### src/rtl/core/bsed_pkg.sv
// package for the binary string edit distance block
// sizes, control structs and controller state codes; no dependencies
package bsed_pkg;

  localparam int STRING_LEN  = 32;
  localparam int COUNT_WIDTH = 6;
  localparam int FIELD_W     = 32;
  localparam int DIST_W      = 6;
  localparam int EXT_W       = (STRING_LEN > FIELD_W) ? STRING_LEN : FIELD_W;
  localparam int CELL_W      = $clog2(STRING_LEN + 1);
  localparam int STEP_W      = $clog2(2 * STRING_LEN + 1);
  localparam int LAST_STEP   = 2 * STRING_LEN;

  typedef logic [FIELD_W-1:0] field_t;
  typedef logic [DIST_W-1:0]  dist_t;

  typedef struct packed {
    logic load;
    logic step;
    logic emit;
  } cmd_t;

  typedef struct packed {
    logic last;
  } sts_t;

  typedef enum logic [2:0] {
    ST_IDLE = 3'b001,
    ST_RUN  = 3'b010,
    ST_FIN  = 3'b100
  } state_e;

endpackage

### src/rtl/core/bsed_intf.sv
// valid/ready channel interfaces for the input pair and the distance result
// depends on bsed_pkg
interface bsed_in_if;
  import bsed_pkg::*;
  logic   valid;
  logic   ready;
  field_t first_string;
  field_t second_string;
  modport source (output valid, output first_string, output second_string, input ready);
  modport sink (input valid, input first_string, input second_string, output ready);
endinterface

interface bsed_out_if;
  import bsed_pkg::*;
  logic  valid;
  logic  ready;
  dist_t distance;
  modport source (output valid, output distance, input ready);
  modport sink (input valid, input distance, output ready);
endinterface

### src/rtl/core/bsed_datapath.sv
// anti-diagonal wavefront datapath: one cell per table row, two diagonals kept
// depends on bsed_pkg
module bsed_datapath
  import bsed_pkg::*;
(
  input  logic             clk_i,
  input  bsed_pkg::field_t a_i,
  input  bsed_pkg::field_t b_i,
  input  bsed_pkg::cmd_t   cmd_i,
  output bsed_pkg::sts_t   sts_o,
  output bsed_pkg::dist_t  dist_o
);

  logic [EXT_W-1:0]      a_q;
  logic [FIELD_W-1:0]    bsrc_q;
  logic [STRING_LEN-1:0] bwin_q;
  logic [STEP_W-1:0]     k_q;
  logic [CELL_W-1:0]     cur_q [STRING_LEN+1];
  logic [CELL_W-1:0]     prv_q [STRING_LEN+1];
  logic [CELL_W-1:0]     nxt   [STRING_LEN+1];
  logic [CELL_W-1:0]     up    [STRING_LEN+1];
  logic [CELL_W-1:0]     lf    [STRING_LEN+1];
  logic [CELL_W-1:0]     dg    [STRING_LEN+1];
  logic [CELL_W-1:0]     m1    [STRING_LEN+1];
  logic [COUNT_WIDTH-1:0] cnt;
  dist_t                 dist_q;

  // cell i handles table row i; b char for cell i arrives through bwin
  always_comb begin
    nxt[0] = CELL_W'(k_q);
    up[0]  = '0;
    lf[0]  = '0;
    dg[0]  = '0;
    m1[0]  = '0;
    for (int i = 1; i <= STRING_LEN; i++) begin
      up[i] = cur_q[i-1] + CELL_W'(1);
      lf[i] = cur_q[i] + CELL_W'(1);
      dg[i] = prv_q[i-1] + CELL_W'(a_q[i-1] ^ bwin_q[i-1]);
      m1[i] = (lf[i] < up[i]) ? lf[i] : up[i];
      if (STEP_W'(i) == k_q) begin
        nxt[i] = CELL_W'(i);
      end else begin
        nxt[i] = (dg[i] < m1[i]) ? dg[i] : m1[i];
      end
    end
  end

  always_ff @(posedge clk_i) begin
    if (cmd_i.load) begin
      a_q    <= EXT_W'(a_i);
      bsrc_q <= b_i;
      bwin_q <= '0;
      k_q    <= STEP_W'(1);
      for (int i = 0; i <= STRING_LEN; i++) begin
        cur_q[i] <= '0;
        prv_q[i] <= '0;
      end
    end else if (cmd_i.step) begin
      bsrc_q <= bsrc_q >> 1;
      bwin_q <= STRING_LEN'({bwin_q, bsrc_q[0]});
      k_q    <= k_q + STEP_W'(1);
      for (int i = 0; i <= STRING_LEN; i++) begin
        cur_q[i] <= nxt[i];
        prv_q[i] <= cur_q[i];
      end
    end
  end

  assign cnt = COUNT_WIDTH'(cur_q[STRING_LEN]);

  always_ff @(posedge clk_i) begin
    if (cmd_i.emit) begin
      dist_q <= DIST_W'(cnt);
    end
  end

  assign sts_o.last = (k_q == STEP_W'(LAST_STEP));
  assign dist_o     = dist_q;

  a_step_range: assert property (@(posedge clk_i)
    cmd_i.step |-> (k_q >= STEP_W'(1) && k_q <= STEP_W'(LAST_STEP)))
    else $error("step count out of range");

  a_load_start: assert property (@(posedge clk_i)
    cmd_i.load |=> (k_q == STEP_W'(1)))
    else $error("load did not restart the sweep");

endmodule

### src/rtl/core/bsed_ctrl.sv
// controller state machine: accept, sweep, hand result to the output register
// depends on bsed_pkg
module bsed_ctrl
  import bsed_pkg::*;
(
  input  logic           clk_i,
  input  logic           rst_ni,
  input  logic           in_valid_i,
  output logic           in_ready_o,
  output logic           out_valid_o,
  input  logic           out_ready_i,
  input  bsed_pkg::sts_t sts_i,
  output bsed_pkg::cmd_t cmd_o
);

  state_e state_q, state_d;
  logic   out_valid_q, out_valid_d;

  always_comb begin
    state_d = state_q;
    cmd_o   = '0;
    unique case (state_q)
      ST_IDLE: begin
        if (in_valid_i) begin
          cmd_o.load = 1'b1;
          state_d    = ST_RUN;
        end
      end
      ST_RUN: begin
        cmd_o.step = 1'b1;
        if (sts_i.last) begin
          state_d = ST_FIN;
        end
      end
      ST_FIN: begin
        if (!out_valid_q || out_ready_i) begin
          cmd_o.emit = 1'b1;
          state_d    = ST_IDLE;
        end
      end
      default: begin
        state_d = ST_IDLE;
      end
    endcase
  end

  always_comb begin
    priority if (cmd_o.emit) begin
      out_valid_d = 1'b1;
    end else if (out_ready_i) begin
      out_valid_d = 1'b0;
    end else begin
      out_valid_d = out_valid_q;
    end
  end

  always_ff @(posedge clk_i or negedge rst_ni) begin
    if (!rst_ni) begin
      state_q     <= ST_IDLE;
      out_valid_q <= 1'b0;
    end else begin
      state_q     <= state_d;
      out_valid_q <= out_valid_d;
    end
  end

  assign in_ready_o  = (state_q == ST_IDLE);
  assign out_valid_o = out_valid_q;

  a_run_end: assert property (@(posedge clk_i) disable iff (!rst_ni)
    (state_q == ST_RUN && sts_i.last) |=> (state_q == ST_FIN))
    else $error("sweep did not finish after last step");

  a_emit_valid: assert property (@(posedge clk_i) disable iff (!rst_ni)
    cmd_o.emit |=> out_valid_q)
    else $error("emitted beat not presented");

endmodule

### src/rtl/core/binary_string_edit_distance.sv
// top level of the binary string edit distance block
// depends on bsed_pkg, bsed_intf, bsed_ctrl, bsed_datapath
//
//   channel  dir  payload                        handshake
//   in_i     in   first_string, second_string    valid / ready
//   out_o    out  distance                       valid / ready
//
// one pair runs from accept to result through the anti-diagonal sweep,
// which computes one table diagonal per cycle
// a new pair is accepted while the previous result waits in the output register
// a stalled output holds only the final hand-off; reset clears control state only
module binary_string_edit_distance
  import bsed_pkg::*;
(
  input logic        clk_i,
  input logic        rst_ni,
  bsed_in_if.sink    in_i,
  bsed_out_if.source out_o
);

  cmd_t  cmd;
  sts_t  sts;
  dist_t result_dist;

  bsed_ctrl u_ctrl (
    .clk_i       (clk_i),
    .rst_ni      (rst_ni),
    .in_valid_i  (in_i.valid),
    .in_ready_o  (in_i.ready),
    .out_valid_o (out_o.valid),
    .out_ready_i (out_o.ready),
    .sts_i       (sts),
    .cmd_o       (cmd)
  );

  bsed_datapath u_datapath (
    .clk_i  (clk_i),
    .a_i    (in_i.first_string),
    .b_i    (in_i.second_string),
    .cmd_i  (cmd),
    .sts_o  (sts),
    .dist_o (result_dist)
  );

  assign out_o.distance = result_dist;

endmodule
### src/flat_wrapper.sv
// flat-port wrapper written by rule: the top's interface ports become plain ports
module binary_string_edit_distance_flat import bsed_pkg::*;
  (clk_i, rst_ni, in_i_valid, in_i_first_string, in_i_second_string, in_i_ready, out_o_valid, out_o_distance, out_o_ready);
  bsed_in_if in_i_i ();
  bsed_out_if out_o_i ();
  input logic clk_i;
  input logic rst_ni;
  input wire logic [$bits(in_i_i.valid)-1:0] in_i_valid;
  input wire logic [$bits(in_i_i.first_string)-1:0] in_i_first_string;
  input wire logic [$bits(in_i_i.second_string)-1:0] in_i_second_string;
  output wire logic [$bits(in_i_i.ready)-1:0] in_i_ready;
  output wire logic [$bits(out_o_i.valid)-1:0] out_o_valid;
  output wire logic [$bits(out_o_i.distance)-1:0] out_o_distance;
  input wire logic [$bits(out_o_i.ready)-1:0] out_o_ready;
  assign in_i_i.valid = in_i_valid;
  assign in_i_i.first_string = in_i_first_string;
  assign in_i_i.second_string = in_i_second_string;
  assign in_i_ready = in_i_i.ready;
  assign out_o_valid = out_o_i.valid;
  assign out_o_distance = out_o_i.distance;
  assign out_o_i.ready = out_o_ready;
  binary_string_edit_distance u_core (.clk_i(clk_i), .rst_ni(rst_ni), .in_i(in_i_i), .out_o(out_o_i));
endmodule
### config.mk
export PLATFORM = sky130hd
export DESIGN_NAME = binary_string_edit_distance_flat
export DESIGN_NICKNAME = d
export VERILOG_FILES = /design/src/rtl/core/bsed_pkg.sv /design/src/rtl/core/bsed_intf.sv /design/src/rtl/core/bsed_datapath.sv /design/src/rtl/core/bsed_ctrl.sv /design/src/rtl/core/binary_string_edit_distance.sv /design/src/flat_wrapper.sv
export SDC_FILE = /design/constraint.sdc
export NUM_CORES = 2
export LEC_CHECK = 0
export BUFFER_PORTS_ARGS = -buffer_cell sky130_fd_sc_hd__buf_4
export CAP_MARGIN = 20
export CORE_MARGIN = 5
export CORE_UTILIZATION = 25
export CTS_BUF_LIST = sky130_fd_sc_hd__clkbuf_16
export CTS_CLUSTER_DIAMETER = 60
export DETAILED_ROUTE_END_ITERATION = 6
export PLACE_DENSITY = 0.38
export RECOVER_POWER = 100
export SLEW_MARGIN = 0
export SYNTH_ARGS = -nofsm -noshare
export SYNTH_HDL_FRONTEND = slang
export SYNTH_SLANG_ARGS = --single-unit
### constraint.sdc
create_clock -name clk_i -period 23.3 [get_ports clk_i]
set_clock_uncertainty 0.15 [all_clocks]
set_input_delay 1.165 -clock clk_i [delete_from_list [all_inputs] [get_ports clk_i]]
set_output_delay 1.165 -clock clk_i [all_outputs]
set_load 0.05 [all_outputs]
==> results_dict.tcl <==
set metrics [dict create \
    routabilityCongestion 0.7680 \
    timing_worst_slew_pin_value_ns 8.566 \
    synth_edf_count 460 \
    grt_first_pass_wirelength_um 154800 \
    timing_hold_violations_final 0 \
    vias_in_the_first_global_route 26418 \
    grt.overflow.total 0 \
    drt.antenna.violating_nets 0 \
    core_area_um2 139700 \
    worstSetupEndpointType "register" \
    cp.arrival_ns 12.96 \
    cts.repair_timing.setup_buffer_count 0 \
    clock_tree.htree_level_count 3 \
    postCtsHoldBufs 0 \
    detail_route.wl_per_cell_um 17.50 \
    n_antenna_cell 0 \
    io_buffer_count 75 \
    detailroute.via_count 26246 \
    synthXorXnorAreaFrac 0.08611 \
    drt-initial-drc-count 1507 \
    worst_path_class_setup "register to register" \
    synth.area.top_cells "edfxtp_1 39%, ha_1 12%, xor2_1 4.8%, nand2_1 4.6%, xnor2_1 3.7%" \
    placementRows 137 \
    synth-simple-area-share 0.1853 \
    hold_wc_path_type "primary input to async pin" \
    clock_sink_count 503 \
    synth_top_area_share 0.3929 \
    die_width_um 385.0 \
    synthArstFlopShare 0.007952 \
    critPathMaxFanout 64 \
    design.die.area_um2 148200 \
    timing.slew.headroom -4.710 \
    totalWireLength_um 98100 \
    layout.nets 4049 \
    finalCritPeriodShare 0.5489 \
    synth.yosys.seq_area_share 0.4179 \
    clockRootBuffer "clkbuf_16" \
    cts_resized 0 \
    maxCapViolations 15 \
    synth_mux_area_frac 0.02423 \
    syn_area_um2 35160 \
    synth_top_cell_by_area "edfxtp_1" \
    final_max_slew_viol_count 915 \
    antenna_found_initial 1 \
    die_height_um 385.0 \
    clk_path_buf_depth 3 \
    initial_utilization 0.2517 \
    cts_made_buffers 89 \
    drt_pre_antenna_iters 5 \
    timing.final.setup_violations 0 \
    boundaryPins 76 \
    synth-compound-area-share 0.1338 \
    synth-seq-cells 503 \
    maximum_number_of_pins_on_one_net_before_global_route_repair 149 \
    area_delta_synth_final_pct 15.72 \
    netlist_instances 3551 \
    synthFlopType "edfxtp_1" \
    synth_top_family_by_area "simple AND/OR/NAND/NOR gates" \
    place_hpwl_um 70970 \
    drc_errors 0 \
    synth.net_count 3945 \
    post_cts_clock_slew_at_the_launch_and_capture_registers_of_the_worst_setup_and_hold_paths_ns 0.05 \
    detail_route.vias_per_cell 4.681 \
    clk-insertion-delay-late_ns 0.70 \
    avgSynthCellArea_um2 9.902 \
    tritoncts "done" \
    layout-drive-gt1-share 0.07237 \
    yosys.cell_types.count 93 \
    r2r_slack_ns 10.51 \
    yosys_warnings 0 \
    status "finished with violations" \
    tns_ns 0 \
    failed_checks "max-capacitance violations, max-slew violations" \
    rsz0062_at_grt "false" \
    post_synth_fa_ha_maj_area_fraction 0.1307 \
    worst_ep_required_time_ns 23.47 \
    layout_min_cycle_time_ns 12.79 \
    grt_usage 0.1320 \
    worst_setup_path_start_kind "register" \
    achievable-frequency_mhz 78.20 \
]
-- registers in the layout (all words and copies together) (netlist names) --
register / cells
u_core.u_ctrl.out_valid_o: 1
u_core.u_ctrl.state_q: 3
u_core.u_datapath.a_q: 32
u_core.u_datapath.bsrc_q: 32
u_core.u_datapath.bwin_q: 32
u_core.u_datapath.cur_q: 198
u_core.u_datapath.dist_o: 6
u_core.u_datapath.k_q: 7
u_core.u_datapath.prv_q: 192
-- final timing paths --
check / depth (start not counted) / from / to
min in group clk_i: 2 / u_core.u_datapath.bwin_q[29] / u_core.u_datapath.bwin_q[30]
worst max register to register: 8 / u_core.u_ctrl.state_q[0] / u_core.u_datapath.prv_q[0][129]
worst max-delay path: 8 / u_core.u_ctrl.state_q[0] / u_core.u_datapath.prv_q[0][129]
worst min-delay path: 1 / rst_ni / u_core.u_ctrl.out_valid_o
worst min register to register: 2 / u_core.u_datapath.bwin_q[29] / u_core.u_datapath.bwin_q[30]
max in group asynchronous: 1 / rst_ni / u_core.u_ctrl.state_q[0]
-- Yosys cell counts, drive strengths merged, types with 27 or more instances --
master,count
mux2i,72
nand2,431
ha,326
or2,27
nor2,203
maj3,50
dfxtp,39
edfxtp,460
nand4,28
a211oi,62
inv,113
clkbuf,71
nand3,203
nand2b,58
a31oi,36
xor2,195
nor3,82
and3,52
and2,196
a21o,67
a21oi,191
xnor2,149
o21ai,129
-- cells by family after synthesis --
family / count (synthesis)
muxes: 83
xor gates and xnor gates: 344
AOI/OAI and AO/OA: 704
buffers and inverters: 200
and+or+nand+nor: 1341
adders and majority gates: 376
DFF: 503
-- through the flow --
step	setup WS (ns)	hold slack, ns	instances	util	cell area (um2)
floorplan	11.18	0.2976	3551	-	35160
global placement	17.20	0.3170	5440	0.2717	37950
detailed placement	17.17	0.3124	5440	0.2717	37950
CTS	17.44	0.02566	5607	0.2927	40890
global route	9.043	0.1028	5607	0.2913	40690
finish	10.51	0.1444	5607	0.2913	40690
-- layer usage --
layer  wire length, um  up-vias  share of wire  track usage
li1                  -    13337              -            -
met2             45210      393           0.46       0.2168
met4              1802        2          0.018      0.02947
met5                13        -        0.00013            0
met1             47500    12389           0.48       0.1812
met3              3567      125          0.036      0.02392
-- final cells by class --
type	instances	area, um2
clock buffer	90	2252
sequential	503	14700
timing repair buffer	100	634.4
tap	1876	2347
multi-input combinational	2848	19650
fill	14739	99010
inverter	113	425.4
clock inverter	77	686.9
-- cell usage in the layout, fill, tap and decap left out, drive strengths merged, types with 8 or more instances in the layout --
| cell type | count |
|---|---|
| and3 | 52 |
| inv | 140 |
| a2111oi | 16 |
| buf | 44 |
| mux2 | 11 |
| edfxtp | 460 |
| nor3b | 25 |
| ha | 326 |
| mux2i | 72 |
| o22ai | 14 |
| a21oi | 191 |
| and2 | 196 |
| a22oi | 8 |
| or2 | 27 |
| nand2 | 431 |
| a311oi | 25 |
| clkbuf | 146 |
| a31oi | 36 |
| xnor2 | 149 |
| nand3 | 203 |
| o2111ai | 11 |
| o211ai | 17 |
| nand2b | 58 |
| nor3 | 82 |
| nor2 | 203 |
| a221oi | 18 |
| nand4 | 28 |
| o21ai | 129 |
| o31ai | 12 |
| maj3 | 50 |
| a211o | 17 |
| o21a | 25 |
| dfxtp | 39 |
| xor2 | 195 |
| clkinv | 38 |
| a211oi | 62 |
| a21o | 67 |
-- critical path, stage by stage (launching register included) --
cell and delay, ns:
dfstp_1 0.57, nor3b_1 0.33, nand2_1 0.10, clkbuf_1 0.65, nand2_1 2.34, clkbuf_1 2.07, clkbuf_1 2.33, clkbuf_1 2.75
buf_4 0.84
Power is not shown: default switching activity piles up to over one toggle a cycle in this logic, so the estimate is an artifact.
